==> src/rtl/core/zigzag_row_transposer_core_defines.svh <==
// Assertion macros shared by the zigzag row transposer RTL.
`ifndef ZIGZAG_ROW_TRANSPOSER_CORE_DEFINES_SVH
`define ZIGZAG_ROW_TRANSPOSER_CORE_DEFINES_SVH

// Condition a implies condition c in the same cycle.
`define ZRT_ASSERT_NOW(label, clk, rst, a, c, msg) \
  label: assert property (@(posedge clk) disable iff (rst) (a) |-> (c)) else $error(msg);

// Condition a implies condition c in the following cycle.
`define ZRT_ASSERT_NEXT(label, clk, rst, a, c, msg) \
  label: assert property (@(posedge clk) disable iff (rst) (a) |=> (c)) else $error(msg);

`endif

==> src/rtl/core/zrt_pkg.sv <==
// Shared types and constants for the zigzag row transposer.
`timescale 1ns / 1ps

package zrt_pkg;

  localparam int DATA_W          = 8;
  localparam int ROWS_W          = 7;
  localparam int MAX_LEN_DEFAULT = 64;

  typedef enum logic {
    ST_IDLE,
    ST_EMIT
  } zrt_state_t;

endpackage

==> src/rtl/core/zigzag_row_transposer_core.sv <==
// Zigzag (rail-fence) row transposer: buffers one message and replays it rail by rail.
//
// Input: an item is taken when start is high and busy is low; it carries one
// message byte (char_in) and a flag on the final byte (is_last). Each byte is
// written to the message memory; bytes past MAX_LEN are dropped and the run
// that follows is marked truncated.
// On the final byte the block raises busy and reads the memory once per cycle
// in rail-fence order, one read per stored byte. Results appear in the cycle
// after their read, on char_out, last_out and truncated, each marked by valid
// for exactly one cycle; the first result follows the final byte through the
// control state and output registers, and the last one carries last_out. The
// single memory read port sets the replay rate of one byte per cycle; loading
// is one byte per cycle while start is held, and no byte is taken during
// replay. The receiver cannot stall, so results are never held.
// The rail count is written through cfg_write / cfg_data; the user must write
// it only while the block is idle, which the block itself does not enforce. A
// value of zero acts as one rail. Reset clears the byte count, the overflow
// flag and the control state and sets the rail count to one; the memory is
// not cleared, since only entries written for the current message are read.
`timescale 1ns / 1ps
`include "zigzag_row_transposer_core_defines.svh"

module zigzag_row_transposer_core
  import zrt_pkg::*;
#(
  parameter int MAX_LEN = MAX_LEN_DEFAULT
) (
  input  logic              clk,
  input  logic              rst,
  input  logic              start,
  output logic              busy,
  input  logic [DATA_W-1:0] char_in,
  input  logic              is_last,
  input  logic              cfg_write,
  input  logic [ROWS_W-1:0] cfg_data,
  output logic              valid,
  output logic [DATA_W-1:0] char_out,
  output logic              last_out,
  output logic              truncated
);

  localparam int AW = (MAX_LEN > 1) ? $clog2(MAX_LEN) : 1;
  localparam int CW = $clog2(MAX_LEN + 1);
  localparam int PW = ROWS_W + 1;
  localparam int SW = ((CW > PW) ? CW : PW) + 1;

  logic [DATA_W-1:0] mem [MAX_LEN];

  zrt_state_t        state, state_next;
  logic [ROWS_W-1:0] num_rows;
  logic [CW-1:0]     byte_count, byte_count_next;
  logic              overflow_seen, overflow_seen_next;
  logic [CW-1:0]     msg_len, msg_len_next;
  logic              msg_trunc, msg_trunc_next;
  logic [ROWS_W-1:0] rail, rail_next;
  logic [AW-1:0]     pos, pos_next;
  logic              phase, phase_next;
  logic [CW-1:0]     emit_cnt, emit_cnt_next;
  logic              valid_next;
  logic              last_out_next;

  logic              accept;
  logic              buf_full;
  logic              wr_en;
  logic              rd_en;
  logic [ROWS_W-1:0] rows_eff;
  logic [PW-1:0]     period;
  logic [PW-1:0]     two_r;
  logic [PW-1:0]     step;
  logic              edge_rail;
  logic [SW-1:0]     pos_sum;
  logic              rail_done;
  logic              run_end;

  assign busy     = (state == ST_EMIT);
  assign accept   = start && !busy;
  assign buf_full = (byte_count == CW'(MAX_LEN));
  assign wr_en    = accept && !buf_full;
  assign rd_en    = (state == ST_EMIT);

  // Rail r holds positions r, P-r, P+r, 2P-r, ... with period P = 2(R-1);
  // the top and bottom rails step by the full period.
  assign rows_eff  = (num_rows == '0) ? ROWS_W'(1) : num_rows;
  assign period    = {rows_eff - ROWS_W'(1), 1'b0};
  assign two_r     = {rail, 1'b0};
  assign edge_rail = (rail == '0) || (rail == rows_eff - ROWS_W'(1));
  assign pos_sum   = SW'(pos) + SW'(step);
  assign rail_done = (pos_sum >= SW'(msg_len));
  assign run_end   = (emit_cnt == msg_len - CW'(1));

  always_comb begin
    if (rows_eff == ROWS_W'(1)) begin
      step = PW'(1);
    end else if (edge_rail) begin
      step = period;
    end else if (phase) begin
      step = two_r;
    end else begin
      step = period - two_r;
    end
  end

  always_comb begin
    state_next         = state;
    byte_count_next    = byte_count;
    overflow_seen_next = overflow_seen;
    msg_len_next       = msg_len;
    msg_trunc_next     = msg_trunc;
    rail_next          = rail;
    pos_next           = pos;
    phase_next         = phase;
    emit_cnt_next      = emit_cnt;
    valid_next         = 1'b0;
    last_out_next      = last_out;
    case (state)
      ST_IDLE: begin
        if (accept) begin
          if (!buf_full) begin
            byte_count_next = byte_count + CW'(1);
          end else begin
            overflow_seen_next = 1'b1;
          end
          if (is_last) begin
            msg_len_next       = buf_full ? byte_count : byte_count + CW'(1);
            msg_trunc_next     = overflow_seen || buf_full;
            byte_count_next    = '0;
            overflow_seen_next = 1'b0;
            rail_next          = '0;
            pos_next           = '0;
            phase_next         = 1'b0;
            emit_cnt_next      = '0;
            state_next         = ST_EMIT;
          end
        end
      end
      ST_EMIT: begin
        valid_next    = 1'b1;
        last_out_next = run_end;
        emit_cnt_next = emit_cnt + CW'(1);
        if (rail_done) begin
          rail_next  = rail + ROWS_W'(1);
          pos_next   = AW'(rail + ROWS_W'(1));
          phase_next = 1'b0;
        end else begin
          pos_next   = pos_sum[AW-1:0];
          phase_next = !phase;
        end
        if (run_end) begin
          state_next = ST_IDLE;
        end
      end
      default: begin
        state_next = ST_IDLE;
      end
    endcase
  end

  always_ff @(posedge clk) begin
    if (rst) begin
      state         <= ST_IDLE;
      byte_count    <= '0;
      overflow_seen <= 1'b0;
      num_rows      <= ROWS_W'(1);
      valid         <= 1'b0;
    end else begin
      state         <= state_next;
      byte_count    <= byte_count_next;
      overflow_seen <= overflow_seen_next;
      valid         <= valid_next;
      if (cfg_write) begin
        num_rows <= cfg_data;
      end
    end
  end

  always_ff @(posedge clk) begin
    msg_len   <= msg_len_next;
    msg_trunc <= msg_trunc_next;
    rail      <= rail_next;
    pos       <= pos_next;
    phase     <= phase_next;
    emit_cnt  <= emit_cnt_next;
    last_out  <= last_out_next;
    if (rd_en) begin
      truncated <= msg_trunc;
    end
  end

  // Message memory: one write port for loading, one registered read port for replay.
  always_ff @(posedge clk) begin
    if (wr_en) begin
      mem[byte_count[AW-1:0]] <= char_in;
    end
    if (rd_en) begin
      char_out <= mem[pos];
    end
  end

  `ZRT_ASSERT_NOW(a_count_bound, clk, rst, 1'b1, byte_count <= CW'(MAX_LEN),
    "byte count exceeds buffer capacity")
  `ZRT_ASSERT_NOW(a_emit_in_range, clk, rst, state == ST_EMIT,
    (emit_cnt < msg_len) && (CW'(pos) < msg_len), "replay read beyond stored message")
  `ZRT_ASSERT_NEXT(a_single_last, clk, rst, valid && last_out, !valid,
    "result follows the end of a run")
  `ZRT_ASSERT_NEXT(a_emit_valid, clk, rst, state == ST_EMIT, valid,
    "replay read produced no result")

endmodule
==> config.mk <==
export PLATFORM = sky130hd
export DESIGN_NAME = zigzag_row_transposer_core
export DESIGN_NICKNAME = d
export VERILOG_FILES = /design/src/rtl/core/zrt_pkg.sv /design/src/rtl/core/zigzag_row_transposer_core.sv
export VERILOG_INCLUDE_DIRS = /design/src /design/src/rtl/core
export SDC_FILE = /design/constraint.sdc
export NUM_CORES = 1
export LEC_CHECK = 0
export BUFFER_PORTS_ARGS = -buffer_cell sky130_fd_sc_hd__buf_2
export CORE_ASPECT_RATIO = 1.75
export CORE_MARGIN = 2
export CORE_UTILIZATION = 55
export DETAILED_ROUTE_END_ITERATION = 10
export PLACE_DENSITY = 0.77
export SLEW_MARGIN = 20
export SYNTH_ARGS = -nofsm -noshare
export SYNTH_HDL_FRONTEND = slang
export SYNTH_SLANG_ARGS = --single-unit
export TNS_END_PERCENT = 10
==> constraint.sdc <==
create_clock -name clk -period 6.1 [get_ports clk]
set_input_delay 0.61 -clock clk [delete_from_list [all_inputs] [get_ports clk]]
set_output_delay 0.61 -clock clk [all_outputs]
set_load 0.01 [all_outputs]
==> metrics.md, run 1 <==
| Metric | Value |
|---|---|
| Status | finished clean |
| Post-synth net total | around 1,300 |
| Worst min path class | in2reg |
| Final ANT Viol Nets | 0 |
| CTS buffer count | 47 |
| Worst skew pair latency | between 0.5 and 0.6 ns |
| Crit path max fanout | 7 |
| Area grow syn2layout | 10.3% |
| Critical path class | reg2reg |
| Dominant synthesized flop cell | edfxtp_1 |
| Clock sink count | 568 |
| CTS clk-pin slew, worst paths | 0.07 ns |
| Slew Viols, Final | 0 |
| RSZ-0062 raised after global routing | no |
| Total GRT Usage | 0.233 |
| Placer congestion estimate | 0.892 |
| Max-cap violations | 0 |
| Grt peak-use layer | met2 |
| Critical Path Max Stage Delay | 0.57 ns |
| WL per Instance | between 20 and 30 µm |
| Die area | 0.0444 mm² |
| Worst Setup End Kind | register |
| Global route total overflow | 0 |
| Achievable clock frequency | 172 MHz |
| EDFF count, synth | about 550 |
| Slew Limit Headroom | 0.293 |
| Crit path DAT | 6.24 ns |
| VDD IR max | approximately 0.23 mV |
| Clock tree buffer depth | 3 |
| Initial Util | 0.555 |
| Die width | ~160 µm |
| Final hold violations | 0 |
| Fillcell total | 2,927 |
| CP startpoint kind | register |
| TritonRoute pass-1 iters | 6 |
| Num rows | 100 |
| Via count | 11,600 |
| Yosys cell types | between 60 and 70 |
| H-tree depth | 2 |
| Multi-input logic area | between 0.006 and 0.007 mm² |
| Drt drc | 0 |
| Pin count of the biggest net entering global routing | 100 |
| Antenna diodes | 0 |
| Initial antenna violation count | 0 |
| Clock Skews | 0.0142 ns |
| Number of I/O pins | 32 |
| Async set-reset flop share out of synthesis | 0 |
| Mapped Area | between 0.02 and 0.025 mm² |
| Final nets | 1,297 |
| Static Leakage | 8.20 nW |
| Port Buffers | 31 |
| Layout cells sized above 1 | 0.243 |
| CTS root buffer | clkbuf_16 |
| YS warnings | 0 |
| Hold-fix buffers at CTS | 0 |
| DRT iter0 DRCs | about 1,200 |
| Number of synthesized register bits | between 500 and 600 |
| Vias in the first global route | roughly 12,000 |
| # setup viols final | 0 |
| Syn_area_per_cell | 19.4 µm² |
| Final period util | 0.955 |
| Die Ht | about 280 µm |
| M3 GR Usage | 0.0257 |
| Req. time, crit path | 6.51 ns |
| PD cells | about 340 mW/mm² |
| Final WL | about 51,000 µm |
| Post-route setup TNS | 0 ns |
| Met2 Use GR | 0.425 |
| Fin util | 0.612 |
| Met1 usage | 0.278 |
| Slew @ Worst Pin | 1.06 ns |
| Vias per std cell | 6.27 |
| Core area | 0.0423 mm² |
| CTS tree | yes |
| First-pass GRT wire length | 76,700 µm |
| Hold Slack | 0.260 ns |
| Cells after synthesis | 1,207 |
| Sequential element share of the synthesized area | 0.720 |
| FF/Latch Area | 0.0169 mm² |
| DP Wirelength | 32,100 µm |
| Min Tclk post-route | 5.83 ns |
| Crit-path slowest cell | or4_4 |
[sequential cells by signal, summed over array words and instances (netlist names)]
name	flops
busy	1
byte_count	7
char_out	8
emit_cnt	7
last_out	1
mem	512
msg_len	7
msg_trunc	1
num_rows	7
overflow_seen	1
phase	1
pos	6
rail	7
truncated	1
valid	1
[kinds of logic (layout without fill, tap and decap cells)]
group,Yosys count,after routing,share of synthesized area
muxes,184,184,0.168
xor gates and xnor gates,32,32,0.0119
AOI/OAI and AO/OA,79,79,0.0230
DFF,568,568,0.720
and+or+nand+nor,227,227,0.0470
buffers and inverters,88,167,0.0141
adders and majority gates,29,29,0.0161
[routing by layer]
| metal | share of wire | up-vias |
|---|---|---|
| met5 | 0 | - |
| met4 | 0.049 | 0 |
| met1 | 0.35 | 6052 |
| met2 | 0.55 | 447 |
| li1 | - | 4969 |
| met3 | 0.046 | 121 |
[through the flow]
step	power (W)	worst slack (ns)	area, µm²	std cells
6_report	0.00872	0.273	25900	1847
3_5_place_dp	0.00581	0.00255	24200	1753
2_1_floorplan	0.00538	0.357	23500	1207
3_3_place_gp	0.00578	0.222	24200	1753
4_1_cts	0.00875	0.0195	25700	1840
5_1_grt	0.00898	0.0264	25900	1847
[path summary, 6_finish.rpt]
check | start | end | slack [ns] | cells past startpoint
hold / removal | cfg_data[0] | num_rows[0]$_SDFFE_PP1P_ | 0.26 | 2
setup / recovery | num_rows[3]$_SDFFE_PP0P_ | pos[0]$_SDFFCE_PN0P_ | 0.27 | 27
hold reg to reg | msg_trunc$_DFFE_PP_ | truncated$_DFFE_PP_ | 0.47 | 0
setup reg to reg | num_rows[3]$_SDFFE_PP0P_ | pos[0]$_SDFFCE_PN0P_ | 0.27 | 27
[cell type report]
type	instances	area share
flip-flops and latches	568	0.653
multi-input cells	551	0.245
clock buffers	59	0.0488
well taps	561	0.0271
repair buffers	50	0.0128
clock inverters	28	0.00953
inverters	30	0.00435
[repair_timing]
action	CTS	global route
endpoints found under the setup margin	2	13
setup buffers	0	7
pin swaps	0	6
resized for setup	4	12
hold endpoints to repair	0	0
[worst max-delay path, delay by kind of cell, from the launching register on]
family / cells / cell delay [ns]
AOI/OAI and AO/OA: 12 / 1.83
and+or+nand+nor: 7 / 1.54
adders and majority gates: 4 / 1.26
DFF: 1 / 0.36
xor gates and xnor gates: 2 / 0.36
buffers and inverters: 2 / 0.32
[cell usage in the layout, fill, tap and decap left out, types with 5 or more instances in the layout]
| cell | instances |
|---|---|
| xnor2_1 | 21 |
| edfxtp_1 | 551 |
| nor2b_1 | 12 |
| o21ai_0 | 15 |
| clkbuf_16 | 49 |
| a21oi_1 | 20 |
| xor2_1 | 10 |
| nand3b_1 | 5 |
| buf_2 | 23 |
| and2_1 | 11 |
| nand2_1 | 31 |
| clkinv_2 | 9 |
| o21a_1 | 5 |
| mux2i_1 | 14 |
| inv_1 | 30 |
| nand4_1 | 5 |
| nand3_1 | 18 |
| buf_4 | 26 |
| mux4_2 | 168 |
| clkinv_1 | 10 |
| dfxtp_1 | 17 |
| nor3_1 | 10 |
| nor2_1 | 99 |
| ha_1 | 24 |
| clkbuf_1 | 10 |
[where the power goes]
group | internal [W] | switching (W) | total, W
clock network | 0.00165 | 0.00133 | 0.00297
registers | 0.00433 | 0.0000466 | 0.00438
logic | 0.000623 | 0.000747 | 0.00137
total | 0.00660 | 0.00212 | 0.00872
[cell usage after synthesis (2+ instances only)]
master	instances	area, µm²
edfxtp_1	551	16500
mux4_2	168	3780
nor2_1	100	375
clkbuf_1	44	165
nand2_1	31	116
inv_1	30	113
ha_1	27	338
a21oi_1	23	115
xnor2_1	21	184
nand3_1	18	90.1
dfxtp_1	17	340
o21ai_0	15	75.1
mux2i_1	14	140
buf_1	13	48.8
nor2b_1	12	75.1
and2_1	11	68.8
nor3_1	11	55.1
xor2_1	11	96.3
nand3b_1	5	37.5
nand4_1	5	31.3
o21a_1	5	37.5
a21o_1	4	30.0
a22oi_1	4	30.0
and3_1	4	25.0
nand2b_1	4	25.0
nor4_1	4	25.0
nor4b_1	4	35.0
nor3b_1	3	22.5
o21bai_1	3	22.5
o31ai_1	3	22.5
a2111oi_0	2	17.5
a211oi_1	2	15.0
a31oi_1	2	12.5
fa_1	2	40.0
o211ai_1	2	15.0
o21ai_1	2	10.0
o2bb2ai_1	2	17.5
o311ai_0	2	17.5
or2_2	2	12.5
or3_1	2	12.5
or4_1	2	15.0
(Power assumes the default switching activity.)
==> inputs of run 2 (changes only) <==
Settings changed: PLACE_DENSITY 0.77 to 0.74, REMOVE_ABC_BUFFERS set to 1.
Clock period 6.1 ns to 7.3 ns, I/O delays scaled along.
==> run 2 against run 1 <==
Against the previous run: register-to-register slack gained 0.62 ns; die area unchanged; sequential share of layout area increased by 0.53 points; highest routed layer unchanged.
==> metrics.md, run 2 (synthesis gave the netlist of run 1 again) <==
| Metric | Value |
|---|---|
| Via count | 11,400 (was 11,600) |
| Post-CTS setup buffers | 0 (unchanged) |
| Most frequent cells in the layout | edfxtp_1, mux4_2, nor2_1 (unchanged) |
| Num rows | 100 (unchanged) |
| Post-CTS sizing | 0 (was 4) |
| FF-to-FF Start | num_rows[2]$_SDFFE_PP0P_ (was num_rows[3]$_SDFFE_PP0P_) |
| Sequential power share | 0.508 (was 0.502) |
| Global route total overflow | 0 (unchanged) |
| Static Leakage | 8.11 nW (was 8.20 nW) |
| VDD IR max | 0.165 mV (was 0.234 mV) |
| Crit path max fanout | 7 (unchanged) |
| Final period util | 0.878 (was 0.955) |
| TritonRoute pass-1 iters | 5 (was 6) |
| CTS buffer count | 47 (unchanged) |
| Vias in the first global route | 11,800 (was 12,200) |
| Setup crit start | num_rows[2]$_SDFFE_PP0P_ (was num_rows[3]$_SDFFE_PP0P_) |
| Final worst setup slack | 0.890 ns (was 0.273 ns) |
| Crit path DAT | 6.81 ns (was 6.24 ns) |
| Max-cap violations | 0 (unchanged) |
| Min Tclk post-route | 6.41 ns (was 5.83 ns) |
| PD cells | 281 mW/mm² (was 337 mW/mm²) |
| Final hold violations | 0 (unchanged) |
| Psw | 0.00175 W (was 0.00212 W) |
| DP Wirelength | 31,500 µm (was 32,100 µm) |
| Achievable clock frequency | 156 MHz (was 172 MHz) |
| Hold-fix buffers at CTS | 0 (unchanged) |
| Clock tree buffer depth | 3 (unchanged) |
| Layout cells sized above 1 | 0.220 (was 0.243) |
| Port Buffers | 31 (unchanged) |
| Worst min path class | in2reg (unchanged) |
| Vias per std cell | 6.20 (was 6.27) |
| Req. time, crit path | 7.70 ns (was 6.51 ns) |
| Status | finished clean (unchanged) |
| Number of flip-flops under the largest register name | 512 (unchanged) |
| Slew Viols, Final | 0 (unchanged) |
| Pre-CTS setup slack | 0.980 ns (was 0.00255 ns) |
| CP startpoint kind | register (unchanged) |
| Area grow syn2layout | 9.37% (was 10.3%) |
| Worst skew pair latency | 0.58 ns (was 0.56 ns) |
| Initial antenna violation count | 0 (unchanged) |
| DRT iter0 DRCs | 1,249 (was 1,166) |
| Pin count of the biggest net entering global routing | 83 (was 100) |
| # setup viols final | 0 (unchanged) |
| Int Power | 0.00545 W (was 0.00660 W) |
| CTS clk-pin slew, worst paths | 0.06 ns (was 0.07 ns) |
| CTS root buffer | clkbuf_16 (unchanged) |
| Total GRT Usage | 0.230 (was 0.233) |
| Clock Skews | 0.0161 ns (was 0.0142 ns) |
| WL per Instance | 27.1 µm (was 27.5 µm) |
| Switch share | 0.243 (about the same) |
| Most common cell after layout, fill and taps aside | edfxtp_1 (unchanged) |
| Min-delay src | cfg_data[0] (unchanged) |
| Die area | 0.0444 mm² (unchanged) |
| Slew @ Worst Pin | 1.05 ns (was 1.06 ns) |
| Die Ht | 277 µm (unchanged) |
| Critical path class | reg2reg (unchanged) |
| Final WL | 49,700 µm (was 50,800 µm) |
| H-tree depth | 2 (unchanged) |
| Slew Limit Headroom | 0.298 (was 0.293) |
| Final nets | 1,286 (was 1,297) |
| CTS tree | yes (unchanged) |
| Core area | 0.0423 mm² (unchanged) |
| Clk pwr share | 0.339 (was 0.341) |
| Clock sink count | 568 (unchanged) |
| Final ANT Viol Nets | 0 (unchanged) |
| Die width | 160 µm (unchanged) |
| Antenna diodes | 0 (unchanged) |
| Initial Util | 0.555 (unchanged) |
| Drt drc | 0 (unchanged) |
| Worst Setup End Kind | register (unchanged) |
| First-pass GRT wire length | 74,700 µm (was 76,700 µm) |
| Number of I/O pins | 32 (unchanged) |
| Fin util | 0.607 (was 0.612) |
| RSZ-0062 raised after global routing | no (unchanged) |
| Placer congestion estimate | 0.890 (was 0.892) |
| Logic pwr share | 0.153 (was 0.157) |
-- run 2: changes by cell type in the layout (fill, tap and decap cells not counted), sizes merged --
| cell | change |
|---|---|
| buf | -11 |
| clkinv | -4 |
| clkbuf | +3 |
| clkinvlp | -2 |
| bufinv | -1 |
| inv | +1 |
-- run 2: path summary, 6_finish.rpt --
check	slack [ns]	to	cells past startpoint
min reg2reg	0.45	truncated$_DFFE_PP_	0
max	0.89	pos[0]$_SDFFCE_PN0P_	25
max reg2reg	0.89	pos[0]$_SDFFCE_PN0P_	25
min	0.38	num_rows[0]$_SDFFE_PP1P_	2
-- run 2: area by class of cell --
cell class,count,area [µm²]
Timing Repair Buffer,39,248
Sequential cell,568,16900
Clock inverter,22,193
Multi-Input combinational cell,551,6250
Inverter,30,113
Fill cell,2963,16600
Clock buffer,62,1270
Tap cell,561,702
-- run 2: critical path: stages (launching register included) --
cell and delay (ns):
dfxtp_1 0.36, or4_4 0.58, nor2_1 0.14, a21oi_1 0.12, ha_1 0.27, xor2_1 0.18
ha_1 0.38, nand4_1 0.21, a2111oi_0 0.70, a311oi_4 0.13, nand2_4 0.17, nand2_1 0.07
a21oi_1 0.23, ha_1 0.29, a211oi_1 0.26, o21bai_1 0.10, a21oi_1 0.22, xnor2_1 0.17
ha_1 0.27, a21o_1 0.16, a21oi_1 0.15, o21a_1 0.27, nand2_1 0.09, or3_1 0.42
o21ai_1 0.14, o2bb2ai_1 0.15
-- run 2: metrics by stage --
step | hold WS, ns | setup TNS, ns | cells | area [µm²] | power (W)
after floorplan | 0.400 | -7.00 | 1149 | 23200 | 0.00454
after global placement | 0.438 | 0 | 1749 | 24200 | 0.00481
after detailed placement | 0.436 | 0 | 1749 | 24200 | 0.00483
after CTS | 0.355 | 0 | 1833 | 25600 | 0.00726
after global routing | 0.367 | 0 | 1833 | 25700 | 0.00743
final | 0.383 | 0 | 1833 | 25700 | 0.00721
-- run 2: routing by layer --
metal,up-vias,track usage,part of all wire
li1,4961,-,-
met1,5902,0.263,0.34
met2,400,0.425,0.56
met3,109,0.0290,0.052
met4,0,0.109,0.048
met5,-,0,0
-- run 2: power groups by stage --
stage	clock network, W	registers, W	logic [W]
floorplan	0	0.00382	0.000724
global placement	0	0.00373	0.00108
detailed placement	0	0.00373	0.00110
CTS	0.00249	0.00366	0.00111
global route	0.00260	0.00366	0.00118
finish	0.00245	0.00366	0.00110
==> inputs of run 3 (changes only) <==
Settings changed: REMOVE_ABC_BUFFERS 1 to unset.
==> run 3 against run 2 <==
Against the previous run: routed wire length rose by 1.9%; critical path depth stayed put; non-clock buffer count unchanged; sequential power barely moved; first-iteration DRC count fell by 23%; largest power group unchanged; maximum frequency fell by 3.1%; via count grew 0.98%.
==> metrics.md, run 3 (synthesis gave the netlist of run 1 again) <==
| Metric | Value |
|---|---|
| DRT iter0 DRCs | 961 (was 1,249) |
| CTS tree | yes (unchanged) |
| Static Leakage | 8.14 nW (was 8.11 nW) |
| Die width | 160 µm (unchanged) |
| Number of I/O pins | 32 (unchanged) |
| Worst Setup End Kind | register (unchanged) |
| CTS clk-pin slew, worst paths | 0.07 ns (was 0.06 ns) |
| Vias in the first global route | 11,800 (about the same) |
| CTS buffer count | 46 (was 47) |
| Clock Skews | 0.0143 ns (was 0.0161 ns) |
| Placer congestion estimate | 0.851 (was 0.890) |
| FF-to-FF Start | num_rows[2]$_SDFFE_PP0P_ (unchanged) |
| Achievable clock frequency | 151 MHz (was 156 MHz) |
| Critical path class | reg2reg (unchanged) |
| Slew Limit Headroom | 0.316 (was 0.298) |
| Status | finished clean (unchanged) |
| Antenna diodes | 0 (unchanged) |
| Fillcell total | 2,982 (was 2,963) |
| Reg2Reg Setup Slack | 0.68 ns (was 0.89 ns) |
| H-tree depth | 2 (unchanged) |
| Num rows | 100 (unchanged) |
| Max-cap violations | 0 (unchanged) |
| WL per Instance | 27.6 µm (was 27.1 µm) |
| Initial antenna violation count | 0 (unchanged) |
| Area grow syn2layout | 9.53% (was 9.37%) |
| Endpoint, Worst Hold | num_rows[0]$_SDFFE_PP1P_ (unchanged) |
| Crit path DAT | 7.03 ns (was 6.81 ns) |
| Post-CTS sizing | 0 (unchanged) |
| Min-delay src | cfg_data[0] (unchanged) |
| Pre-CTS setup slack | 0.765 ns (was 0.980 ns) |
| Slew @ Worst Pin | 1.03 ns (was 1.05 ns) |
| Reg2Reg Depth | 25 (unchanged) |
| Total GRT Usage | 0.233 (was 0.230) |
| Sequential power share | 0.505 (was 0.508) |
| Psw | 0.00177 W (was 0.00175 W) |
| # setup viols final | 0 (unchanged) |
| Clk pwr share | 0.341 (was 0.339) |
| PD cells | 281 mW/mm² (about the same) |
| Core area | 0.0423 mm² (unchanged) |
| Drt drc | 0 (unchanged) |
| FF/Latch Area | 0.0169 mm² (unchanged) |
| Min Tclk post-route | 6.62 ns (was 6.41 ns) |
| Multi-input logic area | 0.00625 mm² (unchanged) |
| Req. time, crit path | 7.72 ns (was 7.70 ns) |
| Reg2Reg Capture Point | pos[0]$_SDFFCE_PN0P_ (unchanged) |
| Hold-fix buffers at CTS | 0 (unchanged) |
| Switch share | 0.245 (was 0.243) |
| Placed cells | 1,749 (unchanged) |
| Global route total overflow | 0 (unchanged) |
| Die Ht | 277 µm (unchanged) |
| Pin count of the biggest net entering global routing | 110 (was 83) |
| Logic pwr share | 0.154 (was 0.153) |
| Final nets | 1,285 (was 1,286) |
| Final hold violations | 0 (unchanged) |
| Clock tree buffer depth | 3 (unchanged) |
| Slew Viols, Final | 0 (unchanged) |
| Post-CTS setup buffers | 0 (unchanged) |
| Final worst setup slack | 0.682 ns (was 0.890 ns) |
| Int Power | 0.00546 W (was 0.00545 W) |
| Via count | 11,500 (was 11,400) |
| DP Wirelength | 32,300 µm (was 31,500 µm) |
| Most frequent cells in the layout | edfxtp_1, mux4_2, nor2_1 (unchanged) |
| VDD IR max | 0.185 mV (was 0.165 mV) |
| CP startpoint kind | register (unchanged) |
| Initial Util | 0.555 (unchanged) |
| Crit path max fanout | 7 (unchanged) |
| Most common cell after layout, fill and taps aside | edfxtp_1 (unchanged) |
| Final WL | 50,700 µm (was 49,700 µm) |
| Vias per std cell | 6.26 (was 6.20) |
| Die area | 0.0444 mm² (unchanged) |
| First-pass GRT wire length | 76,200 µm (was 74,700 µm) |
| Non-filler cells in the finished layout | 1,834 (was 1,833) |
| CTS root buffer | clkbuf_16 (unchanged) |
| Clock sink count | 568 (unchanged) |
| TritonRoute pass-1 iters | 5 (unchanged) |
| Number of flip-flops under the largest register name | 512 (unchanged) |
| Final ANT Viol Nets | 0 (unchanged) |
| Worst skew pair latency | 0.57 ns (was 0.58 ns) |
| RSZ-0062 raised after global routing | no (unchanged) |
| Port Buffers | 31 (unchanged) |
| Layout cells sized above 1 | 0.230 (was 0.220) |
| Final period util | 0.907 (was 0.878) |
| Worst min path class | in2reg (unchanged) |
| Post-route setup TNS | 0 ns (unchanged) |
| Worst Hold Depth | 2 (unchanged) |
-- run 3: how the worst max path moves through the flow --
stage | cells past startpoint | slack [ns] | to | from
after global placement | 25 | 1.05 | pos[0]$_SDFFCE_PN0P_ | num_rows[2]$_SDFFE_PP0P_
after CTS | 25 | 0.72 | pos[0]$_SDFFCE_PN0P_ | num_rows[2]$_SDFFE_PP0P_
after detailed placement | 25 | 0.76 | pos[0]$_SDFFCE_PN0P_ | num_rows[2]$_SDFFE_PP0P_
after global routing | 25 | 0.22 | pos[1]$_SDFFCE_PN0P_ | num_rows[2]$_SDFFE_PP0P_
final | 25 | 0.68 | pos[0]$_SDFFCE_PN0P_ | num_rows[2]$_SDFFE_PP0P_
after floorplan | 25 | 1.56 | pos[0]$_SDFFCE_PN0P_ | num_rows[2]$_SDFFE_PP0P_
-- run 3: layout make-up --
class | count | share of cell area
Clock buffer | 58 | 0.0490
Multi-Input combinational cell | 551 | 0.243
Timing Repair Buffer | 39 | 0.00964
Tap cell | 561 | 0.0273
Inverter | 30 | 0.00438
Clock inverter | 27 | 0.00959
Sequential cell | 568 | 0.657
-- run 3: stage by stage --
stage | hold WS, ns | total power, W | util | cell area, µm²
final | 0.373 | 0.00723 | 0.608 | 25700
after global routing | 0.353 | 0.00746 | 0.608 | 25700
after CTS | 0.341 | 0.00729 | 0.607 | 25700
after detailed placement | 0.407 | 0.00485 | 0.572 | 24200
after global placement | 0.408 | 0.00483 | 0.572 | 24200
after floorplan | 0.400 | 0.00449 | - | 23500
-- run 3: worst max-delay path: stages, from the launching register on --
cell	delay [ns]
dfxtp_1	0.37
or4_4	0.59
nor2_1	0.16
a21oi_1	0.12
ha_1	0.26
xor2_1	0.19
ha_1	0.39
nand4_1	0.20
a2111oi_0	0.72
a311oi_4	0.14
nand2_4	0.18
nand2_1	0.07
a21oi_1	0.22
ha_1	0.29
a211oi_1	0.29
o21bai_1	0.13
a21oi_1	0.24
xnor2_1	0.17
ha_1	0.28
a21o_1	0.17
a21oi_1	0.15
o21a_1	0.29
nand2_1	0.11
or3_1	0.43
o21ai_1	0.17
o2bb2ai_1	0.13
-- run 3: power by group through the flow --
stage               logic (W)  registers (W)  clock network [W]
finish                0.00111        0.00366            0.00247
global route          0.00119        0.00366            0.00261
CTS                   0.00112        0.00366            0.00252
detailed placement    0.00112        0.00373                  0
global placement      0.00110        0.00373                  0
floorplan            0.000779        0.00371                  0
-- run 3: layer usage --
layer  global-route usage  part of all wire  vias to the layer above  routed length, µm
met5                    0                 0                        -                  0
met2                0.438              0.56                      412              28600
li1                     -                 -                     4964                  -
met4               0.0755             0.030                        0               1500
met3               0.0248             0.051                       65               2600
met1                0.280              0.35                     6043              17900
